--- src/rtl/cbs_pkg.sv ---
`timescale 1ns / 1ps
// ----------------------------------------------------------------------------
// cbs_pkg
// Shared types and constants of the cell balance selector.
// ----------------------------------------------------------------------------
package cbs_pkg;

    localparam int CELLS_PER_GROUP_DEF = 12;
    localparam int GROUPS_DEF          = 2;

    localparam int VOLT_W  = 16;
    localparam int TEMP_W  = 12;
    localparam int MASK_W  = 12;
    localparam int COUNT_W = 4;
    localparam int MARGIN_W = 10;
    localparam int ADDR_W  = 5;
    localparam int DATA_W  = 32;

    localparam logic OP_LOAD = 1'b0;
    localparam logic OP_RUN  = 1'b1;

    localparam logic [2:0] REG_CELLS_IN_USE = 3'd0;
    localparam logic [2:0] REG_MAX_SELECTED = 3'd1;
    localparam logic [2:0] REG_MARGIN       = 3'd2;
    localparam logic [2:0] REG_TRIP_TEMP    = 3'd3;
    localparam logic [2:0] REG_RELEASE_TEMP = 3'd4;

    localparam logic [3:0]          RST_CELLS_IN_USE = 4'd12;
    localparam logic [3:0]          RST_MAX_SELECTED = 4'd4;
    localparam logic [MARGIN_W-1:0] RST_MARGIN       = 10'd10;
    localparam logic [TEMP_W-1:0]   RST_TRIP_TEMP    = 12'd600;
    localparam logic [TEMP_W-1:0]   RST_RELEASE_TEMP = 12'd500;

    typedef struct packed {
        logic                     opcode;
        logic [VOLT_W-1:0]        cell_voltage;
        logic                     group_index;
        logic signed [TEMP_W-1:0] balance_temp;
        logic [VOLT_W-1:0]        group_average;
        logic [VOLT_W-1:0]        pack_average;
    } cmd_t;

    typedef struct packed {
        logic [MASK_W-1:0]  discharge_mask;
        logic [COUNT_W-1:0] selected_count;
        logic               thermal_inhibit;
    } result_t;

    typedef enum logic [1:0] {
        ST_IDLE,
        ST_SWEEP,
        ST_FINISH
    } state_t;

endpackage

--- src/rtl/cbs_ram.sv ---
`timescale 1ns / 1ps
// ----------------------------------------------------------------------------
// cbs_ram
// Generic single-port-write, single-port-read RAM with registered read data.
// ----------------------------------------------------------------------------
module cbs_ram #(
    parameter int WIDTH = 16,
    parameter int DEPTH = 12
) (
    input  logic                                 clk,
    input  logic                                 we,
    input  logic [(DEPTH > 1 ? $clog2(DEPTH) : 1)-1:0] waddr,
    input  logic [WIDTH-1:0]                     wdata,
    input  logic                                 re,
    input  logic [(DEPTH > 1 ? $clog2(DEPTH) : 1)-1:0] raddr,
    output logic [WIDTH-1:0]                     rdata
);

    logic [WIDTH-1:0] mem [DEPTH];

    always_ff @(posedge clk)
    begin
        if (we)
        begin
            mem[waddr] <= wdata;
        end
        if (re)
        begin
            rdata <= mem[raddr];
        end
    end

endmodule

--- src/rtl/cell_balance_selector_core.sv ---
`timescale 1ns / 1ps
// ----------------------------------------------------------------------------
// cell_balance_selector_core
// Chooses which cells of a monitor group to discharge.
// ----------------------------------------------------------------------------
// A load command keeps busy low. A run command with the
// group tripped, or with no cells or no selections allowed, keeps busy high for
// one cycle and shows its result with done in the cycle right after the
// transfer. Otherwise the run ranks the cells by repeated sweeps through the
// cell memory, one read per cycle and one sweep per ranked cell, so busy stays
// high until all n cells in use are ranked, ending early once the selection
// limit is reached. The result is shown with done for one cycle and cannot be
// held off by the receiver.
module cell_balance_selector_core #(
    parameter int CELLS_PER_GROUP = cbs_pkg::CELLS_PER_GROUP_DEF,
    parameter int GROUPS          = cbs_pkg::GROUPS_DEF
) (
    input  logic                        clk,
    input  logic                        rst_n,
    input  logic                        start,
    output logic                        busy,
    input  cbs_pkg::cmd_t               cmd,
    output logic                        done,
    output cbs_pkg::result_t            result,
    input  logic                        psel,
    input  logic                        penable,
    input  logic                        pwrite,
    input  logic [cbs_pkg::ADDR_W-1:0]  paddr,
    input  logic [cbs_pkg::DATA_W-1:0]  pwdata,
    output logic [cbs_pkg::DATA_W-1:0]  prdata,
    output logic                        pready
);

    localparam int CI_W  = CELLS_PER_GROUP > 1 ? $clog2(CELLS_PER_GROUP) : 1;
    localparam int CNT_W = $clog2(CELLS_PER_GROUP + 1);
    localparam int G_W   = GROUPS > 1 ? $clog2(GROUPS) : 1;
    localparam int THR_W = cbs_pkg::VOLT_W + 1;

    cbs_pkg::state_t state_reg, state_next;

    logic [3:0]                          cells_in_use_reg;
    logic [3:0]                          max_selected_reg;
    logic [cbs_pkg::MARGIN_W-1:0]        margin_reg;
    logic signed [cbs_pkg::TEMP_W-1:0]   trip_temp_reg;
    logic signed [cbs_pkg::TEMP_W-1:0]   release_temp_reg;

    logic [CI_W-1:0]            load_pos_reg, load_pos_next;
    logic [GROUPS-1:0]          tripped_reg, tripped_next;
    logic [CELLS_PER_GROUP-1:0] ranked_reg, ranked_next;
    logic [CELLS_PER_GROUP-1:0] alive_reg, alive_next;
    logic [CNT_W-1:0]           issue_reg, issue_next;
    logic [CNT_W-1:0]           rank_reg, rank_next;
    logic                       rd_vld_reg, rd_vld_next;
    logic                       found_reg, found_next;

    logic [CI_W-1:0]                 tag_reg, tag_next;
    logic [CI_W-1:0]                 best_idx_reg, best_idx_next;
    logic [cbs_pkg::VOLT_W-1:0]      best_v_reg, best_v_next;
    logic [THR_W-1:0]                gthr_reg, gthr_next;
    logic [THR_W-1:0]                pthr_reg, pthr_next;
    logic [cbs_pkg::MASK_W-1:0]      mask_reg, mask_next;
    logic [cbs_pkg::COUNT_W-1:0]     count_reg, count_next;
    logic                            inhibit_reg, inhibit_next;

    logic                       accept;
    logic                       cfg_write;
    logic [4:0]                 n_wide;
    logic [CNT_W-1:0]           n;
    logic [G_W-1:0]             grp;
    logic                       trip_new;
    logic                       ram_we;
    logic                       ram_re;
    logic [cbs_pkg::VOLT_W-1:0] ram_rdata;
    logic                       take;
    logic                       last;
    logic [CI_W-1:0]            best_fin;
    logic [cbs_pkg::VOLT_W-1:0] best_v_fin;
    logic [CELLS_PER_GROUP-1:0] best_hot;
    logic [CELLS_PER_GROUP-1:0] neighbors;
    logic                       alive_ok;
    logic                       chosen;
    logic                       run_end;
    logic [CNT_W:0]             load_inc;

    assign accept    = start && !busy;
    assign cfg_write = psel && penable && pwrite && pready;
    assign pready    = 1'b1;

    assign n_wide = ({1'b0, cells_in_use_reg} > 5'(CELLS_PER_GROUP))
                    ? 5'(CELLS_PER_GROUP) : {1'b0, cells_in_use_reg};
    assign n      = CNT_W'(n_wide);

    assign grp = (GROUPS > 1) ? G_W'(cmd.group_index) : '0;

    always_comb
    begin
        trip_new = tripped_reg[grp];
        if (cmd.balance_temp > trip_temp_reg)
        begin
            trip_new = 1'b1;
        end
        else if (cmd.balance_temp < release_temp_reg)
        begin
            trip_new = 1'b0;
        end
    end

    assign ram_we = accept && (cmd.opcode == cbs_pkg::OP_LOAD);
    assign ram_re = (state_reg == cbs_pkg::ST_SWEEP) && (issue_reg < n);

    cbs_ram #(
        .WIDTH (cbs_pkg::VOLT_W),
        .DEPTH (CELLS_PER_GROUP)
    ) u_cell_ram (
        .clk   (clk),
        .we    (ram_we),
        .waddr (load_pos_reg),
        .wdata (cmd.cell_voltage),
        .re    (ram_re),
        .raddr (issue_reg[CI_W-1:0]),
        .rdata (ram_rdata)
    );

    assign take       = !ranked_reg[tag_reg] && (!found_reg || (ram_rdata > best_v_reg));
    assign last       = rd_vld_reg && (CNT_W'(tag_reg) == (n - CNT_W'(1)));
    assign best_fin   = take ? tag_reg : best_idx_reg;
    assign best_v_fin = take ? ram_rdata : best_v_reg;
    assign best_hot   = CELLS_PER_GROUP'(1) << best_fin;
    assign neighbors  = (alive_reg << 1) | (alive_reg >> 1);
    assign alive_ok   = !neighbors[best_fin];
    assign chosen     = alive_ok && ((THR_W'(best_v_fin) > gthr_reg)
                                     || (THR_W'(best_v_fin) > pthr_reg));
    assign run_end    = ((rank_reg + CNT_W'(1)) == n)
                        || (chosen && ((count_reg + 4'd1) == max_selected_reg));
    assign load_inc   = (CNT_W + 1)'(load_pos_reg) + (CNT_W + 1)'(1);

    always_comb
    begin
        state_next = state_reg;
        case (state_reg)
            cbs_pkg::ST_IDLE:
            begin
                if (accept && (cmd.opcode == cbs_pkg::OP_RUN))
                begin
                    if (trip_new || (n == '0) || (max_selected_reg == 4'd0))
                    begin
                        state_next = cbs_pkg::ST_FINISH;
                    end
                    else
                    begin
                        state_next = cbs_pkg::ST_SWEEP;
                    end
                end
            end
            cbs_pkg::ST_SWEEP:
            begin
                if (last && run_end)
                begin
                    state_next = cbs_pkg::ST_FINISH;
                end
            end
            cbs_pkg::ST_FINISH:
            begin
                state_next = cbs_pkg::ST_IDLE;
            end
            default:
            begin
                state_next = cbs_pkg::ST_IDLE;
            end
        endcase
    end

    always_comb
    begin
        busy                   = (state_reg != cbs_pkg::ST_IDLE);
        done                   = (state_reg == cbs_pkg::ST_FINISH);
        result.discharge_mask  = mask_reg;
        result.selected_count  = count_reg;
        result.thermal_inhibit = inhibit_reg;
    end

    always_comb
    begin
        load_pos_next = load_pos_reg;
        tripped_next  = tripped_reg;
        ranked_next   = ranked_reg;
        alive_next    = alive_reg;
        issue_next    = issue_reg;
        rank_next     = rank_reg;
        rd_vld_next   = ram_re;
        found_next    = found_reg;
        tag_next      = issue_reg[CI_W-1:0];
        best_idx_next = best_idx_reg;
        best_v_next   = best_v_reg;
        gthr_next     = gthr_reg;
        pthr_next     = pthr_reg;
        mask_next     = mask_reg;
        count_next    = count_reg;
        inhibit_next  = inhibit_reg;

        if (ram_re)
        begin
            issue_next = issue_reg + CNT_W'(1);
        end

        if (accept && (cmd.opcode == cbs_pkg::OP_LOAD))
        begin
            if (load_inc >= (CNT_W + 1)'(n))
            begin
                load_pos_next = '0;
            end
            else
            begin
                load_pos_next = CI_W'(load_inc);
            end
        end
        else if (accept)
        begin
            load_pos_next     = '0;
            tripped_next[grp] = trip_new;
            ranked_next       = '0;
            alive_next        = '0;
            issue_next        = '0;
            rank_next         = '0;
            found_next        = 1'b0;
            gthr_next         = THR_W'(cmd.group_average) + THR_W'(margin_reg);
            pthr_next         = THR_W'(cmd.pack_average) + THR_W'(margin_reg);
            mask_next         = '0;
            count_next        = '0;
            inhibit_next      = trip_new;
        end

        if (rd_vld_reg)
        begin
            if (last)
            begin
                ranked_next = ranked_reg | best_hot;
                if (alive_ok)
                begin
                    alive_next = alive_reg | best_hot;
                end
                if (chosen)
                begin
                    mask_next  = mask_reg | (cbs_pkg::MASK_W'(1) << best_fin);
                    count_next = count_reg + 4'd1;
                end
                rank_next  = rank_reg + CNT_W'(1);
                found_next = 1'b0;
                issue_next = '0;
            end
            else
            begin
                best_idx_next = best_fin;
                best_v_next   = best_v_fin;
                found_next    = found_reg || take;
            end
        end
    end

    always_ff @(posedge clk or negedge rst_n)
    begin
        if (!rst_n)
        begin
            state_reg   <= cbs_pkg::ST_IDLE;
            load_pos_reg <= '0;
            tripped_reg <= '0;
            ranked_reg  <= '0;
            alive_reg   <= '0;
            issue_reg   <= '0;
            rank_reg    <= '0;
            rd_vld_reg  <= 1'b0;
            found_reg   <= 1'b0;
        end
        else
        begin
            state_reg   <= state_next;
            load_pos_reg <= load_pos_next;
            tripped_reg <= tripped_next;
            ranked_reg  <= ranked_next;
            alive_reg   <= alive_next;
            issue_reg   <= issue_next;
            rank_reg    <= rank_next;
            rd_vld_reg  <= rd_vld_next;
            found_reg   <= found_next;
        end
    end

    always_ff @(posedge clk)
    begin
        tag_reg      <= tag_next;
        best_idx_reg <= best_idx_next;
        best_v_reg   <= best_v_next;
        gthr_reg     <= gthr_next;
        pthr_reg     <= pthr_next;
        mask_reg     <= mask_next;
        count_reg    <= count_next;
        inhibit_reg  <= inhibit_next;
    end

    always_ff @(posedge clk or negedge rst_n)
    begin
        if (!rst_n)
        begin
            cells_in_use_reg <= cbs_pkg::RST_CELLS_IN_USE;
            max_selected_reg <= cbs_pkg::RST_MAX_SELECTED;
            margin_reg       <= cbs_pkg::RST_MARGIN;
            trip_temp_reg    <= cbs_pkg::RST_TRIP_TEMP;
            release_temp_reg <= cbs_pkg::RST_RELEASE_TEMP;
        end
        else if (cfg_write)
        begin
            case (paddr[4:2])
                cbs_pkg::REG_CELLS_IN_USE: cells_in_use_reg <= pwdata[3:0];
                cbs_pkg::REG_MAX_SELECTED: max_selected_reg <= pwdata[3:0];
                cbs_pkg::REG_MARGIN:       margin_reg <= pwdata[cbs_pkg::MARGIN_W-1:0];
                cbs_pkg::REG_TRIP_TEMP:    trip_temp_reg <= pwdata[cbs_pkg::TEMP_W-1:0];
                cbs_pkg::REG_RELEASE_TEMP: release_temp_reg <= pwdata[cbs_pkg::TEMP_W-1:0];
                default:
                begin
                end
            endcase
        end
    end

    always_comb
    begin
        case (paddr[4:2])
            cbs_pkg::REG_CELLS_IN_USE: prdata = 32'(cells_in_use_reg);
            cbs_pkg::REG_MAX_SELECTED: prdata = 32'(max_selected_reg);
            cbs_pkg::REG_MARGIN:       prdata = 32'(margin_reg);
            cbs_pkg::REG_TRIP_TEMP:    prdata = 32'(trip_temp_reg);
            cbs_pkg::REG_RELEASE_TEMP: prdata = 32'(release_temp_reg);
            default:                   prdata = '0;
        endcase
    end

endmodule

--- config.mk ---
export PLATFORM = sky130hd
export DESIGN_NAME = cell_balance_selector_core
export DESIGN_NICKNAME = d
export VERILOG_FILES = /design/src/rtl/cbs_pkg.sv /design/src/rtl/cbs_ram.sv /design/src/rtl/cell_balance_selector_core.sv
export SDC_FILE = /design/constraint.sdc
export NUM_CORES = 1
export LEC_CHECK = 0
export BUFFER_PORTS_ARGS = -buffer_cell sky130_fd_sc_hd__buf_4
export CAP_MARGIN = 20
export CORE_AREA = 2 2 286 147
export CTS_BUF_LIST = sky130_fd_sc_hd__clkbuf_16
export CTS_CLUSTER_DIAMETER = 40
export CTS_CLUSTER_SIZE = 40
export DETAILED_ROUTE_END_ITERATION = 8
export DIE_AREA = 0 0 288 149
export GPL_ROUTABILITY_DRIVEN = 0
export PLACE_DENSITY_LB_ADDON = 0.2
export SLEW_MARGIN = 15
export SYNTH_ARGS = -nofsm -noshare
export SYNTH_HDL_FRONTEND = slang
export SYNTH_SLANG_ARGS = --single-unit
--- constraint.sdc ---
create_clock -name clk -period 6.3 [get_ports clk]
set_input_delay 0.315 -clock clk [delete_from_list [all_inputs] [get_ports clk]]
set_output_delay 0.315 -clock clk [all_outputs]
set_load 0.02 [all_outputs]
[Yosys cells after proc, flatten, opt, wreduce, memory -nomap -nowiden]
Memories as Yosys holds them, arrays and structs flattened. A register that Yosys moved wholly into a read port is not among the register bits.
Cells that the tools add are included.
Storage, ports and cells
  input bits: 105
  memories kept: 1
  bits in writable memories: 192
  logic and storage cells: 156
  output and inout port bits: 52
  register bits: 159
Cells by class
  shift-type cells: 1
  $add $sub $neg: 7
  $lt $le $gt $ge: 12
  bitwise operators: 7
  mux-type cells: 56
  equal/unequal tests: 12
  reduce and logical (&&, ||, !) cells: 38
Memories
  u_cell_ram.mem: words 12, width 16, read ports 1, clocked after memory_dff 1, write ports 1, RTL line cbs_ram.sv:19  | logic [WIDTH-1:0] mem [DEPTH];
Operator list (number)
  $mux W12: 14
  $pmux W32 S5: 1
  $mux W4: 19
  $or A12 B12 Y12: 3
  $add A16 B10 Y17: 2
  $gt A16 B17 Y1: 2
  $reduce_and A2 Y1: 9
  $gt A16 B16 Y1: 1
  $mux W16: 1
  $mux W1: 13
  $add A4 B1 Y4 const B: 3
  $eq A4 B4 Y1: 3
  $gt A12 B12 Y1: 1
  $logic_and A1 B1 Y1: 12
  $lt A12 B12 Y1: 1
  $or A12 B11 Y12: 1
  $shl A1 B4 Y12 const A: 1
  $lt A4 B5 Y1 const B: 2
  $bmux W1 S4: 2
  $logic_not A4 Y1: 2
  $eq A3 B2 Y1 const B: 2
  $logic_or A1 B1 Y1: 6
  $mux W2: 3
  $reduce_bool A2 Y1: 3
  other kinds (20): 26

[Logic depth before layout (Yosys ltp)]
  depth in word-level cells: 14
  mapped depth: 25
  depth with buffers taken out: 20

[Cells and area by module]
A second synthesis with hierarchy kept.
Unflattened totals
  cell total of the unflattened synthesis: 1366
  area total of the unflattened synthesis: 17874.6 µm²
By module, submodules not included
  cell_balance_selector_core: cells each 1024, instances 1, area each 10104.7 µm², sequential area each 4172.8 µm²
  cbs_ram: cells each 342, instances 1, area each 7770.0 µm², sequential area each 6246.0 µm²

[Least setup slack after synthesis]
OpenSTA, ideal clock, no wires.
  kind: register -> register
  start point: register u_cell_ram.rdata[11], read port of u_cell_ram.mem
  end point: register count_reg[2] (netlist bit)
  stages on the path, launching flop included: 24
  buffers on the path: 4
  arrival: 4532 ps
  clock period less this slack: 4606 ps
  slack: 1694 ps
  data required time: 6226 ps
  library setup time: 74 ps
  cells stage by stage: edfxtp_1 -> ha_1 -> and4_1 -> nand3_1 -> a21oi_1 -> or4b_1 -> buf_2 -> and2_4 -> buf_6 -> clkbuf_1 -> nand2_1 -> o21ai_0 -> ha_1 -> nand4_1 -> nor2_1 -> nor4_1 -> a221o_1 -> a31oi_1 -> a2111oi_0 -> o41ai_1 -> and4bb_4 -> buf_6 -> mux2_4 -> mux2i_4
On the way
  elaborated cells on any way between the ends: 15
  classes of those cells: 3 x order compare; 7 x mux; 5 x reduce/logical
RTL lines
  start, declared: RTL line cbs_ram.sv:16  | output logic [WIDTH-1:0] rdata
  $gt A16 B16 Y1 *: RTL line cell_balance_selector_core.sv:124  | assign take = !ranked_reg[tag_reg] && (!found_reg || (ram_rdata > best_v_reg));
  $logic_or A1 B1 Y1 *: RTL line cell_balance_selector_core.sv:124
  $logic_and A1 B1 Y1 *: RTL line cell_balance_selector_core.sv:124
  $mux W16 *: RTL line cell_balance_selector_core.sv:127  | assign best_v_fin = take ? ram_rdata : best_v_reg;
  via best_v_fin, one bit: RTL line cell_balance_selector_core.sv:77  | logic [cbs_pkg::VOLT_W-1:0] best_v_fin;
  $gt A16 B17 Y1, on equally long branches: RTL line cell_balance_selector_core.sv:131, cell_balance_selector_core.sv:132
  $logic_or A1 B1 Y1 *: RTL line cell_balance_selector_core.sv:132  | || (THR_W'(best_v_fin) > pthr_reg));
  $logic_and A1 B1 Y1 *: RTL line cell_balance_selector_core.sv:131  | assign chosen = alive_ok && ((THR_W'(best_v_fin) > gthr_reg)
  $mux W4 *: RTL line cell_balance_selector_core.sv:242  | if (chosen)
  $mux W4 *: RTL line cell_balance_selector_core.sv:235  | if (last)
  $mux W4 *: RTL line cell_balance_selector_core.sv:233  | if (rd_vld_reg)
  via count_next, one bit: RTL line cell_balance_selector_core.sv:62  | logic [cbs_pkg::COUNT_W-1:0] count_reg, count_next;
  end signal, assigned: RTL line cell_balance_selector_core.sv:296  | count_reg <= count_next;
  end, declared: RTL line cell_balance_selector_core.sv:62
Mark *: on every way through the listed nets, which the timed path passes. The rest lies on a longest branch. The select of a mux whose other input is x is not followed.
A chain may end at the register's enable or synchronous reset.

[Worst setup path after layout]
  start point: register u_cell_ram.rdata[10], read port of u_cell_ram.mem
  end point: register mask_reg[11] (netlist bit)
On the way
  elaborated cells on any way between the ends: 17
  classes of those cells: 3 x order compare; 1 x shift; 7 x mux; 1 x bitwise; 5 x reduce/logical
RTL lines
  $gt A16 B16 Y1 *: RTL line cell_balance_selector_core.sv:124
  $logic_or A1 B1 Y1 *: RTL line cell_balance_selector_core.sv:124
  $logic_and A1 B1 Y1 *: RTL line cell_balance_selector_core.sv:124
  $mux W16 *: RTL line cell_balance_selector_core.sv:127
  via best_v_fin, one bit: RTL line cell_balance_selector_core.sv:77
  $gt A16 B17 Y1, on equally long branches: RTL line cell_balance_selector_core.sv:131, cell_balance_selector_core.sv:132
  $logic_or A1 B1 Y1 *: RTL line cell_balance_selector_core.sv:132
  $logic_and A1 B1 Y1 *: RTL line cell_balance_selector_core.sv:131
  $mux W12 *: RTL line cell_balance_selector_core.sv:242
  $mux W12 *: RTL line cell_balance_selector_core.sv:235
  $mux W12 *: RTL line cell_balance_selector_core.sv:233
  via mask_next, one bit: RTL line cell_balance_selector_core.sv:61  | logic [cbs_pkg::MASK_W-1:0] mask_reg, mask_next;
  end signal, assigned: RTL line cell_balance_selector_core.sv:295  | mask_reg <= mask_next;
  end, declared: RTL line cell_balance_selector_core.sv:61
Marks and branches as above.

==> run_summary.xml <==
<?xml version="1.0" encoding="UTF-8"?>
<metrics>
  <group name="run_status">
    <metric name="status" unit="">complete, no violations</metric>
  </group>
  <group name="clocking">
    <metric name="cts.reportedPaths.clkPinSlew" unit="ps">90</metric>
    <metric name="clock-sinks" unit="">367</metric>
    <metric name="clock_insertion_delay_worst_skew" unit="ps">540</metric>
    <metric name="tritoncts_clock_tree" unit="">done</metric>
    <metric name="clk_root_buffer_cell" unit="">sky130_fd_sc_hd__clkbuf_16</metric>
    <metric name="cts.path.max_buffers" unit="">3</metric>
    <metric name="cts.htree.levels" unit="">2</metric>
    <metric name="tritoncts.num_buffers" unit="">34</metric>
    <metric name="postCtsSetupBuffers" unit="">0</metric>
  </group>
  <group name="setup_path">
    <metric name="cp-startpoint" unit="">u_cell_ram.rdata[10]</metric>
    <metric name="critical_path.max_fanout" unit="">39</metric>
    <metric name="worst-setup-path-type" unit="">register to register</metric>
    <metric name="crit_arrival" unit="ps">6010</metric>
    <metric name="endpoint_kind" unit="">register</metric>
    <metric name="reg2reg_to" unit="">mask_reg[11]</metric>
    <metric name="timing.critical_path.from_type" unit="">register</metric>
    <metric name="worstRegToRegCells" unit="">19</metric>
    <metric name="reg2reg_setup_slack" unit="ps">710</metric>
    <metric name="r2r-start" unit="">u_cell_ram.rdata[10]</metric>
    <metric name="worst_ep_required_time" unit="ps">6720</metric>
  </group>
  <group name="final_layout">
    <metric name="largest_register_ff_count" unit="">192</metric>
    <metric name="postLayoutCoreUtil" unit="%">50.59</metric>
    <metric name="final_nets" unit="">1722</metric>
    <metric name="drive_above_1_share" unit="%">21.66</metric>
    <metric name="syn2layout_area_growth" unit="%">15.21</metric>
    <metric name="final_area" unit="um^2">20670</metric>
    <metric name="final_cell_count_no_fill" unit="">2083</metric>
    <metric name="antennaDiodeCount" unit="">0</metric>
    <metric name="n_fill_cell" unit="">3536</metric>
  </group>
  <group name="global_routing">
    <metric name="grt_util_met3" unit="%">3.960</metric>
    <metric name="global_route.usage.met2" unit="%">26.12</metric>
    <metric name="grt_pass1_wl" unit="mm">66.25</metric>
    <metric name="grt_pass1_vias" unit="">11030</metric>
    <metric name="antenna_violations_before_repair" unit="">2</metric>
    <metric name="grt_busiest_layer" unit="">met1</metric>
    <metric name="grt_max_degree" unit="">54</metric>
    <metric name="grt_util_met1" unit="%">34.81</metric>
    <metric name="track_usage" unit="%">20.38</metric>
    <metric name="grt_overflow" unit="">0</metric>
  </group>
  <group name="synth">
    <metric name="synth_top_area_share" unit="%">44.03</metric>
    <metric name="ys_seq_elements" unit="">367</metric>
    <metric name="yosysMostFrequentCell" unit="">sky130_fd_sc_hd__edfxtp_1</metric>
    <metric name="ys_top_cells_by_area" unit="">sky130_fd_sc_hd__edfxtp_1, sky130_fd_sc_hd__dfrtp_1, sky130_fd_sc_hd__ha_1, sky130_fd_sc_hd__mux4_2, sky130_fd_sc_hd__o21ai_0</metric>
    <metric name="synthesis.instances" unit="">1385</metric>
    <metric name="synth_edf_count" unit="">263</metric>
    <metric name="synth.lib_cells_used.distinct" unit="">72</metric>
    <metric name="post_synthesis_instance_area" unit="um^2">17940</metric>
    <metric name="synth.cells.most_frequent" unit="">sky130_fd_sc_hd__edfxtp_1, sky130_fd_sc_hd__inv_1, sky130_fd_sc_hd__ha_1</metric>
    <metric name="synth.yosys.seq_area_share" unit="%">58.08</metric>
    <metric name="synthDominantAreaCellType" unit="">sky130_fd_sc_hd__edfxtp_1</metric>
    <metric name="syn_area_per_cell" unit="um^2">12.95</metric>
    <metric name="syn_nets" unit="">1598</metric>
    <metric name="count_of_warnings_emitted_by_yosys" unit="">0</metric>
    <metric name="synth-async-reset-ratio" unit="%">22.89</metric>
    <metric name="synthFlopType" unit="">sky130_fd_sc_hd__edfxtp_1</metric>
  </group>
  <group name="power_and_ir_drop">
    <metric name="leakage" unit="nW">8.162</metric>
    <metric name="power_density" unit="nW/um^2">341.7</metric>
    <metric name="vdd_ir_drop_max" unit="uV">197.7</metric>
    <metric name="total_power" unit="mW">7.062</metric>
  </group>
  <group name="hold_path">
    <metric name="worst_hold_path.num_cells" unit="">3</metric>
    <metric name="min_from" unit="">pwdata[4]</metric>
    <metric name="hold_path.class" unit="">primary input to register</metric>
    <metric name="endpoint_worst_hold" unit="">release_temp_reg[4]</metric>
  </group>
  <group name="drt">
    <metric name="wire_per_inst" unit="um">20.57</metric>
    <metric name="dr.pass1.iters" unit="">5</metric>
    <metric name="drc_errors" unit="">0</metric>
    <metric name="postRouteAntennaNets" unit="">0</metric>
    <metric name="vias_per_cell" unit="">5.429</metric>
    <metric name="dr_total_vias" unit="">11310</metric>
    <metric name="initialDrtViolationCount" unit="">968</metric>
    <metric name="wl" unit="mm">42.85</metric>
  </group>
  <group name="floorplanning">
    <metric name="design.portCount" unit="">157</metric>
    <metric name="dieWidth" unit="um">288</metric>
    <metric name="floorplan.rows" unit="">53</metric>
    <metric name="die-height" unit="um">149</metric>
    <metric name="dieArea" unit="um^2">42910</metric>
    <metric name="design.core.area" unit="um^2">40850</metric>
    <metric name="floorplan.initialDensity" unit="%">43.91</metric>
  </group>
  <group name="sta">
    <metric name="grt_setup_unrepaired" unit="">false</metric>
    <metric name="timing_hold_violations_final" unit="">0</metric>
    <metric name="setup_slack" unit="ps">707.2</metric>
    <metric name="max_freq" unit="GHz">0.1788</metric>
    <metric name="relSlewSlack" unit="%">29.23</metric>
    <metric name="final-max-slew-violation-count" unit="">0</metric>
    <metric name="clock_skew" unit="ps">31.85</metric>
    <metric name="setup_total_negative_slack" unit="ps">0</metric>
    <metric name="tightestPinTransition" unit="ps">1062</metric>
    <metric name="whs" unit="ps">33.18</metric>
    <metric name="post_route_minimum_period" unit="ps">5593</metric>
    <metric name="min_period_over_period" unit="%">88.77</metric>
    <metric name="final-setup-viol-count" unit="">0</metric>
  </group>
  <group name="run">
    <metric name="max-cap-violations" unit="">0</metric>
  </group>
  <group name="placement">
    <metric name="placement.io_buffers" unit="">133</metric>
    <metric name="place_ws" unit="ps">850.6</metric>
    <metric name="hpwl" unit="mm">30.26</metric>
    <metric name="place_area" unit="um^2">19410</metric>
    <metric name="placedCellCount" unit="">2017</metric>
  </group>
</metrics>
## where the power goes
part	switching [mW]	internal, mW
Clock	1.01	1.19
Combinational	1.06	0.753
Sequential	0.159	2.89
Total	2.23	4.83
## cell type report
type / count / area, um^2 / area share [%]
flip-flops and latches: 367 / 10420 / 50.44
multi-input cells: 828 / 6716 / 32.50
repair buffers: 158 / 1197 / 5.794
clock buffers: 35 / 875.8 / 4.238
well taps: 550 / 688.2 / 3.330
inverters: 120 / 450.4 / 2.179
clock inverters: 25 / 315.3 / 1.526
## critical path, stage by stage (launching register included)
cell	delay [ps]
sky130_fd_sc_hd__edfxtp_1	410
sky130_fd_sc_hd__ha_1	310
sky130_fd_sc_hd__and4_1	220
sky130_fd_sc_hd__nand3_1	160
sky130_fd_sc_hd__a21oi_1	70
sky130_fd_sc_hd__or4b_1	750
sky130_fd_sc_hd__and2_4	360
sky130_fd_sc_hd__o21ai_0	400
sky130_fd_sc_hd__ha_1	320
sky130_fd_sc_hd__nand4_1	140
sky130_fd_sc_hd__nor2_1	60
sky130_fd_sc_hd__nor4_1	190
sky130_fd_sc_hd__a221o_1	260
sky130_fd_sc_hd__a31oi_1	90
sky130_fd_sc_hd__a2111oi_0	610
sky130_fd_sc_hd__o41ai_1	170
sky130_fd_sc_hd__buf_4	190
sky130_fd_sc_hd__and4bb_4	260
sky130_fd_sc_hd__nand2b_4	230
sky130_fd_sc_hd__a22o_1	260
## placed cells by master (no fill, tap or decap), types with 20 or more instances in the layout
master,count
sky130_fd_sc_hd__nand2_1,104
sky130_fd_sc_hd__dfrtp_1,67
sky130_fd_sc_hd__clkbuf_16,35
sky130_fd_sc_hd__a21oi_1,62
sky130_fd_sc_hd__edfxtp_1,263
sky130_fd_sc_hd__buf_4,152
sky130_fd_sc_hd__mux4_2,50
sky130_fd_sc_hd__xnor2_1,26
sky130_fd_sc_hd__nor2_1,64
sky130_fd_sc_hd__dfxtp_1,20
sky130_fd_sc_hd__inv_1,120
sky130_fd_sc_hd__mux2_2,37
sky130_fd_sc_hd__o21ai_0,92
sky130_fd_sc_hd__ha_1,106
sky130_fd_sc_hd__nand3_1,20
sky130_fd_sc_hd__mux2i_1,32
## logic make-up after synthesis
family	count (synthesis)	share of synthesized area (%)
adder cells (fa/ha/maj)	108	7.617
flip-flops	367	58.08
AND/OR/NAND/NOR	287	7.777
other	1	0.02090
XOR/XNOR	40	1.953
AO/OA/AOI/OAI	270	9.305
buffers and inverters	190	4.576
multiplexers	122	10.67
## worst max-delay path by stage
| stage | to | depth (start not counted) | slack, ps |
|---|---|---|---|
| finish | mask_reg[11] | 19 | 710 |
| global route | mask_reg[1] | 20 | 360 |
| CTS | mask_reg[11] | 19 | 810 |
| detailed placement | mask_reg[10] | 19 | 850 |
| global placement | mask_reg[11] | 19 | 900 |
| floorplan | count_reg[2] | 23 | 1690 |
## repair_timing
item / CTS / global route
hold buffers: 4 / 0
gates resized for setup: 0 / 0
endpoints found under the hold margin: 43 / 0
## layer usage
| metal | vias up | wire length [um] |
|---|---|---|
| met5 | - | 10 |
| met4 | 2 | 531 |
| met3 | 46 | 2844 |
| met2 | 324 | 16110 |
| met1 | 5588 | 23360 |
| li1 | 5349 | - |
Note: power is estimated with default switching activity, not from simulation.
